[src/hdl/y2b_pkg.sv]
// shared types, widths and constants for the yuyv to bgr converter
// no dependencies; used by every module under hdl
`timescale 1ns / 1ps
`default_nettype none

package y2b_pkg;

    localparam int COEF_W  = 18;
    localparam int PIX_W   = 8;
    localparam int DIFF_W  = PIX_W + 1;
    localparam int FRAC_W  = 16;
    localparam int PROD_W  = 27;
    localparam int SUM_W   = 28;
    localparam int IDX_W   = 2;
    localparam int IN_W    = 4 * PIX_W;
    localparam int OUT_W   = 6 * PIX_W;

    localparam logic [PIX_W-1:0]  CHROMA_OFFSET = 8'd128;
    localparam logic [PIX_W-1:0]  PIX_MAX       = 8'd255;

    localparam logic [COEF_W-1:0] COEF_U_TO_BLUE_RST  = 18'd113538;
    localparam logic [COEF_W-1:0] COEF_U_TO_GREEN_RST = 18'd45744;
    localparam logic [COEF_W-1:0] COEF_V_TO_GREEN_RST = 18'd46080;
    localparam logic [COEF_W-1:0] COEF_V_TO_RED_RST   = 18'd89831;

    localparam logic [IDX_W-1:0]  REG_U_TO_BLUE  = 2'd0;
    localparam logic [IDX_W-1:0]  REG_U_TO_GREEN = 2'd1;
    localparam logic [IDX_W-1:0]  REG_V_TO_GREEN = 2'd2;
    localparam logic [IDX_W-1:0]  REG_V_TO_RED   = 2'd3;

    typedef struct packed {
        logic [COEF_W-1:0] u_to_blue;
        logic [COEF_W-1:0] u_to_green;
        logic [COEF_W-1:0] v_to_green;
        logic [COEF_W-1:0] v_to_red;
    } coef_set_t;

    // unpacked macropixel with chroma already re-centered
    typedef struct packed {
        logic [PIX_W-1:0]         luma_first;
        logic [PIX_W-1:0]         luma_second;
        logic signed [DIFF_W-1:0] du;
        logic signed [DIFF_W-1:0] dv;
        logic                     frame_end;
    } mpix_t;

    typedef struct packed {
        logic [PIX_W-1:0]         luma_first;
        logic [PIX_W-1:0]         luma_second;
        logic signed [PROD_W-1:0] u_blue;
        logic signed [PROD_W-1:0] u_green;
        logic signed [PROD_W-1:0] v_green;
        logic signed [PROD_W-1:0] v_red;
        logic                     frame_end;
    } prod_t;

    typedef struct packed {
        logic signed [SUM_W-1:0] blue_first;
        logic signed [SUM_W-1:0] green_first;
        logic signed [SUM_W-1:0] red_first;
        logic signed [SUM_W-1:0] blue_second;
        logic signed [SUM_W-1:0] green_second;
        logic signed [SUM_W-1:0] red_second;
        logic                    frame_end;
    } sum_t;

    typedef struct packed {
        logic [PIX_W-1:0] blue_first;
        logic [PIX_W-1:0] green_first;
        logic [PIX_W-1:0] red_first;
        logic [PIX_W-1:0] blue_second;
        logic [PIX_W-1:0] green_second;
        logic [PIX_W-1:0] red_second;
        logic             frame_end;
    } pix_out_t;

    // floor at the binary point and saturate to 0..255
    function automatic logic [PIX_W-1:0] clamp_chan(input logic signed [SUM_W-1:0] s);
        logic [PIX_W-1:0] r;
        if (s[SUM_W-1])
            r = '0;
        else if (s[SUM_W-2:FRAC_W+PIX_W] != '0)
            r = PIX_MAX;
        else
            r = s[FRAC_W+PIX_W-1:FRAC_W];
        return r;
    endfunction

endpackage

`default_nettype wire

[src/hdl/y2b_mult.sv]
// multiply stage: chroma differences times the four weights, one register
// depends on y2b_pkg
`timescale 1ns / 1ps
`default_nettype none

module y2b_mult (
    input  wire logic                clk,
    input  wire logic                rst_n,
    input  wire y2b_pkg::coef_set_t  coef,
    input  wire logic                in_valid,
    output logic                     in_ready,
    input  wire y2b_pkg::mpix_t      in_data,
    output logic                     out_valid,
    input  wire logic                out_ready,
    output y2b_pkg::prod_t           out_data
);

    logic            valid_reg;
    y2b_pkg::prod_t  prod_reg;
    y2b_pkg::prod_t  prod_next;
    logic            load;

    logic signed [y2b_pkg::PROD_W:0] p_ub;
    logic signed [y2b_pkg::PROD_W:0] p_ug;
    logic signed [y2b_pkg::PROD_W:0] p_vg;
    logic signed [y2b_pkg::PROD_W:0] p_vr;

    assign in_ready = !valid_reg || out_ready;
    assign load     = in_valid && in_ready;

    always_comb
    begin
        p_ub = $signed({1'b0, coef.u_to_blue})  * in_data.du;
        p_ug = $signed({1'b0, coef.u_to_green}) * in_data.du;
        p_vg = $signed({1'b0, coef.v_to_green}) * in_data.dv;
        p_vr = $signed({1'b0, coef.v_to_red})   * in_data.dv;
        // magnitude stays below 2^25, so the top bit is redundant
        prod_next.luma_first  = in_data.luma_first;
        prod_next.luma_second = in_data.luma_second;
        prod_next.u_blue      = p_ub[y2b_pkg::PROD_W-1:0];
        prod_next.u_green     = p_ug[y2b_pkg::PROD_W-1:0];
        prod_next.v_green     = p_vg[y2b_pkg::PROD_W-1:0];
        prod_next.v_red       = p_vr[y2b_pkg::PROD_W-1:0];
        prod_next.frame_end   = in_data.frame_end;
    end

    always_ff @(posedge clk or negedge rst_n)
    begin
        if (!rst_n)
            valid_reg <= 1'b0;
        else if (in_ready)
            valid_reg <= in_valid;
    end

    always_ff @(posedge clk)
    begin
        if (load)
            prod_reg <= prod_next;
    end

    assign out_valid = valid_reg;
    assign out_data  = prod_reg;

endmodule

`default_nettype wire

[src/hdl/y2b_sum_clamp.sv]
// sum stage and clamp stage: builds the six channel sums, then floors
// and saturates them into the output register; depends on y2b_pkg
`timescale 1ns / 1ps
`default_nettype none

module y2b_sum_clamp (
    input  wire logic              clk,
    input  wire logic              rst_n,
    input  wire logic              in_valid,
    output logic                   in_ready,
    input  wire y2b_pkg::prod_t    in_data,
    output logic                   out_valid,
    input  wire logic              out_ready,
    output y2b_pkg::pix_out_t      out_data
);

    logic                  sum_valid_reg;
    y2b_pkg::sum_t         sum_reg;
    y2b_pkg::sum_t         sum_next;
    logic                  out_valid_reg;
    y2b_pkg::pix_out_t     out_reg;
    y2b_pkg::pix_out_t     out_next;
    logic                  sum_ready;
    logic                  load_sum;
    logic                  load_out;

    logic signed [y2b_pkg::SUM_W-1:0] base_first;
    logic signed [y2b_pkg::SUM_W-1:0] base_second;
    logic signed [y2b_pkg::SUM_W-1:0] ub;
    logic signed [y2b_pkg::SUM_W-1:0] ug;
    logic signed [y2b_pkg::SUM_W-1:0] vg;
    logic signed [y2b_pkg::SUM_W-1:0] vr;

    assign sum_ready = !out_valid_reg || out_ready;
    assign in_ready  = !sum_valid_reg || sum_ready;
    assign load_sum  = in_valid && in_ready;
    assign load_out  = sum_valid_reg && sum_ready;

    always_comb
    begin
        base_first  = $signed({4'b0, in_data.luma_first, {y2b_pkg::FRAC_W{1'b0}}});
        base_second = $signed({4'b0, in_data.luma_second, {y2b_pkg::FRAC_W{1'b0}}});
        ub = $signed({in_data.u_blue[y2b_pkg::PROD_W-1], in_data.u_blue});
        ug = $signed({in_data.u_green[y2b_pkg::PROD_W-1], in_data.u_green});
        vg = $signed({in_data.v_green[y2b_pkg::PROD_W-1], in_data.v_green});
        vr = $signed({in_data.v_red[y2b_pkg::PROD_W-1], in_data.v_red});
        sum_next.blue_first   = base_first + ub;
        sum_next.green_first  = base_first - ug - vg;
        sum_next.red_first    = base_first + vr;
        sum_next.blue_second  = base_second + ub;
        sum_next.green_second = base_second - ug - vg;
        sum_next.red_second   = base_second + vr;
        sum_next.frame_end    = in_data.frame_end;
    end

    always_comb
    begin
        out_next.blue_first   = y2b_pkg::clamp_chan(sum_reg.blue_first);
        out_next.green_first  = y2b_pkg::clamp_chan(sum_reg.green_first);
        out_next.red_first    = y2b_pkg::clamp_chan(sum_reg.red_first);
        out_next.blue_second  = y2b_pkg::clamp_chan(sum_reg.blue_second);
        out_next.green_second = y2b_pkg::clamp_chan(sum_reg.green_second);
        out_next.red_second   = y2b_pkg::clamp_chan(sum_reg.red_second);
        out_next.frame_end    = sum_reg.frame_end;
    end

    always_ff @(posedge clk or negedge rst_n)
    begin
        if (!rst_n)
        begin
            sum_valid_reg <= 1'b0;
            out_valid_reg <= 1'b0;
        end
        else
        begin
            if (in_ready)
                sum_valid_reg <= in_valid;
            if (sum_ready)
                out_valid_reg <= sum_valid_reg;
        end
    end

    always_ff @(posedge clk)
    begin
        if (load_sum)
            sum_reg <= sum_next;
        if (load_out)
            out_reg <= out_next;
    end

    assign out_valid = out_valid_reg;
    assign out_data  = out_reg;

    // negative sum saturates to zero
    a_neg_clamps_zero: assert property (@(posedge clk) disable iff (!rst_n)
        (load_out && sum_reg.blue_first[y2b_pkg::SUM_W-1]) |=> (out_data.blue_first == '0))
        else $error("negative blue sum not clamped to zero");

    // sum of 256 or more saturates to full scale
    a_big_clamps_max: assert property (@(posedge clk) disable iff (!rst_n)
        (load_out && !sum_reg.red_second[y2b_pkg::SUM_W-1]
         && (sum_reg.red_second[y2b_pkg::SUM_W-2:y2b_pkg::FRAC_W+y2b_pkg::PIX_W] != '0))
        |=> (out_data.red_second == y2b_pkg::PIX_MAX))
        else $error("large red sum not clamped to full scale");

    // a held sum stage keeps its contents until the output side frees up
    a_sum_hold: assert property (@(posedge clk) disable iff (!rst_n)
        (sum_valid_reg && !sum_ready) |=> (sum_valid_reg && $stable(sum_reg)))
        else $error("sum stage changed while stalled");

endmodule

`default_nettype wire

[src/hdl/yuyv_to_bgr_converter_top.sv]
// yuyv macropixel to two bgr24 pixels, top level with weight registers and input stage
// depends on y2b_pkg, y2b_mult, y2b_sum_clamp
//
// usage:
//   s_axis: one yuyv macropixel per beat; tdata holds Y0, U, Y1, V from the
//           lowest byte up, tlast marks the last macropixel of a frame
//   m_axis: two bgr pixels per beat; tdata holds B0, G0, R0, B1, G1, R1 from
//           the lowest byte up, tlast is the copied frame-end mark
//   cfg:    cfg_wr_en with cfg_index 0..3 writes u->blue, u->green, v->green,
//           v->red weights (unsigned, 16 fraction bits); write only while idle
// timing:
//   four register stages (input, multiply, sum, clamp/output); a beat
//   accepted into the input register moves on through the multiply and
//   sum registers to the output register; throughput is one macropixel per
//   clock while m_tready is high, every stage then taking a beat each cycle
//   each stage has its own valid bit, so bubbles close up under back-pressure
// reset: all stages empty, weights return to their default values
// stall: with m_tready low the output beat holds; upstream stages keep
//   filling until all four are full, then s_tready drops
`timescale 1ns / 1ps
`default_nettype none

module yuyv_to_bgr_converter_top (
    input  wire logic                         clk,
    input  wire logic                         rst_n,
    input  wire logic                         s_axis_tvalid,
    output logic                              s_axis_tready,
    // luma_first, chroma_blue_diff, luma_second, chroma_red_diff
    input  wire logic [y2b_pkg::IN_W-1:0]     s_axis_tdata,
    input  wire logic                         s_axis_tlast,
    output logic                              m_axis_tvalid,
    input  wire logic                         m_axis_tready,
    // blue_first, green_first, red_first, blue_second, green_second, red_second
    output logic [y2b_pkg::OUT_W-1:0]         m_axis_tdata,
    output logic                              m_axis_tlast,
    input  wire logic                         cfg_wr_en,
    input  wire logic [y2b_pkg::IDX_W-1:0]    cfg_index,
    input  wire logic [y2b_pkg::COEF_W-1:0]   cfg_wdata
);

    y2b_pkg::coef_set_t  coef_reg;
    logic                in_valid_reg;
    y2b_pkg::mpix_t      in_reg;
    y2b_pkg::mpix_t      in_next;
    logic                mult_ready;
    logic                mult_valid;
    logic                sum_ready;
    y2b_pkg::prod_t      mult_data;
    y2b_pkg::pix_out_t   pix_data;
    logic                load_in;

    // weight registers
    always_ff @(posedge clk or negedge rst_n)
    begin
        if (!rst_n)
        begin
            coef_reg.u_to_blue  <= y2b_pkg::COEF_U_TO_BLUE_RST;
            coef_reg.u_to_green <= y2b_pkg::COEF_U_TO_GREEN_RST;
            coef_reg.v_to_green <= y2b_pkg::COEF_V_TO_GREEN_RST;
            coef_reg.v_to_red   <= y2b_pkg::COEF_V_TO_RED_RST;
        end
        else if (cfg_wr_en)
        begin
            unique case (cfg_index)
                y2b_pkg::REG_U_TO_BLUE:  coef_reg.u_to_blue  <= cfg_wdata;
                y2b_pkg::REG_U_TO_GREEN: coef_reg.u_to_green <= cfg_wdata;
                y2b_pkg::REG_V_TO_GREEN: coef_reg.v_to_green <= cfg_wdata;
                y2b_pkg::REG_V_TO_RED:   coef_reg.v_to_red   <= cfg_wdata;
                default: ;
            endcase
        end
    end

    // input stage: unpack the beat and re-center the chroma bytes
    always_comb
    begin
        in_next.luma_first  = s_axis_tdata[7:0];
        in_next.luma_second = s_axis_tdata[23:16];
        in_next.du = $signed({1'b0, s_axis_tdata[15:8]}) - $signed({1'b0, y2b_pkg::CHROMA_OFFSET});
        in_next.dv = $signed({1'b0, s_axis_tdata[31:24]}) - $signed({1'b0, y2b_pkg::CHROMA_OFFSET});
        in_next.frame_end   = s_axis_tlast;
    end

    assign s_axis_tready = !in_valid_reg || mult_ready;
    assign load_in       = s_axis_tvalid && s_axis_tready;

    always_ff @(posedge clk or negedge rst_n)
    begin
        if (!rst_n)
            in_valid_reg <= 1'b0;
        else if (s_axis_tready)
            in_valid_reg <= s_axis_tvalid;
    end

    always_ff @(posedge clk)
    begin
        if (load_in)
            in_reg <= in_next;
    end

    y2b_mult u_mult (
        .clk       (clk),
        .rst_n     (rst_n),
        .coef      (coef_reg),
        .in_valid  (in_valid_reg),
        .in_ready  (mult_ready),
        .in_data   (in_reg),
        .out_valid (mult_valid),
        .out_ready (sum_ready),
        .out_data  (mult_data)
    );

    y2b_sum_clamp u_sum_clamp (
        .clk       (clk),
        .rst_n     (rst_n),
        .in_valid  (mult_valid),
        .in_ready  (sum_ready),
        .in_data   (mult_data),
        .out_valid (m_axis_tvalid),
        .out_ready (m_axis_tready),
        .out_data  (pix_data)
    );

    assign m_axis_tdata = {pix_data.red_second, pix_data.green_second, pix_data.blue_second,
                           pix_data.red_first, pix_data.green_first, pix_data.blue_first};
    assign m_axis_tlast = pix_data.frame_end;

endmodule

`default_nettype wire

[config.mk]
export PLATFORM = sky130hd
export DESIGN_NAME = yuyv_to_bgr_converter_top
export DESIGN_NICKNAME = d
export VERILOG_FILES = /design/src/hdl/y2b_pkg.sv /design/src/hdl/y2b_mult.sv /design/src/hdl/y2b_sum_clamp.sv /design/src/hdl/yuyv_to_bgr_converter_top.sv
export SDC_FILE = /design/constraint.sdc
export NUM_CORES = 2
export LEC_CHECK = 0
export BUFFER_PORTS_ARGS = -buffer_cell sky130_fd_sc_hd__buf_4
export CAP_MARGIN = 15
export CORE_UTILIZATION = 55
export DETAILED_ROUTE_END_ITERATION = 6
export GPL_TIMING_DRIVEN = 0
export PLACE_DENSITY = 0.83
export REMOVE_ABC_BUFFERS = 1
export SETUP_SLACK_MARGIN = 0.3
export SYNTH_ARGS = -nofsm -noshare
export SYNTH_HDL_FRONTEND = slang
export SYNTH_SLANG_ARGS = --single-unit
[constraint.sdc]
create_clock -name clk -period 10.05 [get_ports clk]
set_clock_uncertainty 0.05 [all_clocks]
set_input_delay 1.005 -clock clk [delete_from_list [all_inputs] [get_ports clk]]
set_output_delay 1.005 -clock clk [all_outputs]
set_load 0.03 [all_outputs]
==> flow_summary_export.csv <==
group,metric,value,unit
drt,viasPerCell,5.54,
drt,via_count,22000,
grt,grt_pass1_wl,118,mm
cts,clockRootBuffer,"clkbuf_16",
critical_path,crit_fanout,25,
critical_path,worst-path-buf-inv,4,
synthesis,synth_top_family_by_area,"adder cells",
cts,cts_hold_buf,0,
floorplan,initial_core_util,0.559,
drt,firstDrtPassIters,7,
timing,setup_viol,0,
timing,clock.fmax,157,MHz
critical_path,reg2reg_depth,19,
layout,layout-drive-gt1-share,0.0994,
grt,antenna_found_initial,3,
floorplan,die_x,250,um
drt,first_iter_violations,1270,
critical_path,cp-end-kind,"register",
layout,largest_reg_flops,93,
critical_path,worstSetupPathType,"reg -> reg",
grt,grt_use_total,0.239,
drt,drc_errors,0,
cts,cts_sinks,324,
critical_path,arrival,6.59,ns
synthesis,synthMuxAreaShare,0.0239,
critical_path,critPathSlowestCell,"edfxtp_1",
min_path,min_to,"u_mult.out_data[111]",
floorplan,ios,109,
cts,cts_resized,0,
run,cap_violations,0,
synthesis,synthesis.area,33900,um2
critical_path,path_cells,"buf_16 > nand2_1 > fa_1 > inv_1 > fa_1 > inv_1 > fa_1 > inv_1 > fa_1 > fa_1 > ha_1 > nand4b_1 > nor4_1 > o221ai_1 > a21oi_1 > a21oi_1 > o21ai_2 > nor4_1 > a311o_1",
critical_path,startpoint_type,"register",
placed_design,gp_congestion,0.929,
timing,holdWs,0.355,ns
cts,clk_pin_slew,0.06,ns
synthesis,avgSynthCellArea,10.8,um2
critical_path,worstPathRequired,10.28,ns
synthesis,synth_top_area_share,0.278,
timing,relSlewSlack,0.287,
timing,worst_pin_slew,1.07,ns
synthesis,yosysWarningCount,0,
cts,htreeDepth,2,
drt,drt-total-wl,71.5,mm
drt,top_layer,"met4",
cts,cts_tree,"built",
critical_path,timing.rr.start,"in_reg[11]",
synthesis,synth_edf_count,248,
floorplan,core_region_area,60600,um2
drt,wl_met1,29.8,mm
timing,fin_tns_setup,0,ns
placed_design,place_ws,3.58,ns
placed_design,port_buffers,108,
synthesis,synth_cells,3131,
grt,grt_max_degree,77,
drt,avgRoutedWirePerCell,18.0,um
synthesis,synth_cell_types,64,
grt,grt.overflow.total,0,
synthesis,synth_fa_ha_area_frac,0.407,
cts,postCtsSetupBuffers,0,
synthesis,synth_xor_area_frac,0.0308,
drt,met3_length,4.18,mm
layout,finalNetCount,4029,
critical_path,timing.rr.end,"u_mult.out_data[104]",
layout,fin_util,0.609,
placed_design,detailedPlacementHpwl,56.5,mm
synthesis,synth-simple-area-share,0.146,
synthesis,synth-main-ff-cell,"edfxtp_1",
synthesis,synth_compound_area_frac,0.0538,
synthesis,ys_seq_elements,324,
run_status,status,"completed",
layout,synthToLayoutAreaGrowth,8.99,%
min_path,min_path_type,"reg -> reg",
timing,rsz0062_at_grt,"false",
min_path,hp-start,"in_reg[21]",
drt,wl_met2,35.0,mm
timing,finalHoldViolCount,0,
cts,cts_buffer_depth,3,
timing,period_share,0.633,
cts,worstSkewPairLatency,0.57,ns
critical_path,rrSetupSlack,3.69,ns
critical_path,critPathTopFamily,"adder cells",
grt,grt_pass1_vias,22900,
floorplan,die_area,62600,um2
critical_path,crit_top_cell,"fa_1",
min_path,worst_hold_path.num_cells,0,
synthesis,synthArstFlopShare,0.235,
floorplan,die-height,250,um
synthesis,ys_seq_area_frac,0.277,
drt,ant_nets,0,
timing,period_minus_slack,6.36,ns
layout,fillers,4715,
synthesis,synth.area.top_cells,"fa_1 (28%), edfxtp_1 (22%), ha_1 (13%)",
synthesis,yosys.area.top_type,"fa_1",
timing,setup_slack,3.69,ns
cts,numCtsBuffers,38,
critical_path,max_stage_delay,0.77,ns
floorplan,rows,90,
timing,slew_violations,0,
worst reg2reg max path, stage by stage (launching register included):
cell and delay [ns]:
edfxtp_1 0.77, buf_16 0.26, nand2_1 0.12, fa_1 0.53, inv_1 0.06, fa_1 0.51
inv_1 0.06, fa_1 0.52, inv_1 0.05, fa_1 0.38, fa_1 0.48, ha_1 0.32
nand4b_1 0.10, nor4_1 0.32, o221ai_1 0.17, a21oi_1 0.37, a21oi_1 0.25, o21ai_2 0.29
nor4_1 0.09, a311o_1 0.39
cells in the final DEF (no fill, tap or decap), drive strengths merged, types with 7 or more instances in the layout:
cell    instances
and3           13
or3            13
clkbuf         52
mux2           72
o21a           17
and2          329
nand2b         27
nand4           7
o21bai          9
clkinv         11
nand3          22
o211ai          9
nor2          159
o21ai          40
a21boi         13
a211oi          9
buf           130
xor2           41
inv           404
a21o           48
nand2         291
fa            470
nor2b          75
dfrtp          44
nor3           20
a21oi          80
xnor2          78
dfstp          32
edfxtp        248
ha            350
layout make-up:
class                           count  area, um2  area share
Antenna cell                        1       2.50   0.0000678
Clock buffer                       52       1070      0.0289
Clock inverter                     17        166     0.00451
Inverter                          400       1500      0.0407
Multi-Input combinational cell   2257      22400       0.608
Sequential cell                   324       9390       0.254
Tap cell                          782        978      0.0265
Timing Repair Buffer              130       1380      0.0373
how the worst max path moves through the flow:
| stage | cells past startpoint | endpoint | startpoint |
|---|---|---|---|
| final | 19 | u_mult.out_data[104] | in_reg[11] |
| after global routing | 19 | u_mult.out_data[104] | in_reg[11] |
| after CTS | 16 | u_mult.out_data[104] | in_reg[16] |
| after detailed placement | 16 | u_mult.out_data[104] | in_reg[16] |
| after global placement | 16 | u_mult.out_data[104] | in_reg[17] |
| after floorplan | 16 | u_mult.out_data[52] | in_reg[8] |
per-stage QoR:
| step | cell area, um2 | std cells |
|---|---|---|
| global placement | 35100 | 3871 |
| CTS | 36800 | 3959 |
| floorplan | 33300 | 2981 |
| finish | 36900 | 3963 |
| global route | 36900 | 3962 |
| detailed placement | 35600 | 3890 |
synthesized netlist by cell type, types with 8 or more instances:
cell	number
fa_1	470
inv_1	400
ha_1	350
and2_1	329
nand2_1	291
edfxtp_1	248
nor2_1	159
clkbuf_1	110
a21oi_1	78
xnor2_1	78
nor2b_1	75
mux2_2	72
a21o_1	47
dfrtp_1	44
xor2_1	41
buf_1	39
o21ai_0	35
dfstp_2	32
nand2b_1	27
nand3_1	22
nor3_1	20
o21a_1	17
and3_1	13
or3_1	13
a21boi_0	12
o21bai_1	9
o211ai_1	8
cell families after synthesis:
group | Yosys count
buf+inv | 550
simple gates | 975
mux | 72
xor+xnor | 119
compound gates | 271
fa+ha+maj | 820
flops | 324
metal layers:
metal,global-route usage,vias to the layer above
li1,-,10100
met1,0.312,11000
met2,0.405,677
met3,0.0344,132
met4,0.0918,0
met5,0,-
Power is left out: the tool's default activity adds up to more than one toggle a clock period on the data nets, which glitch-free logic cannot reach.
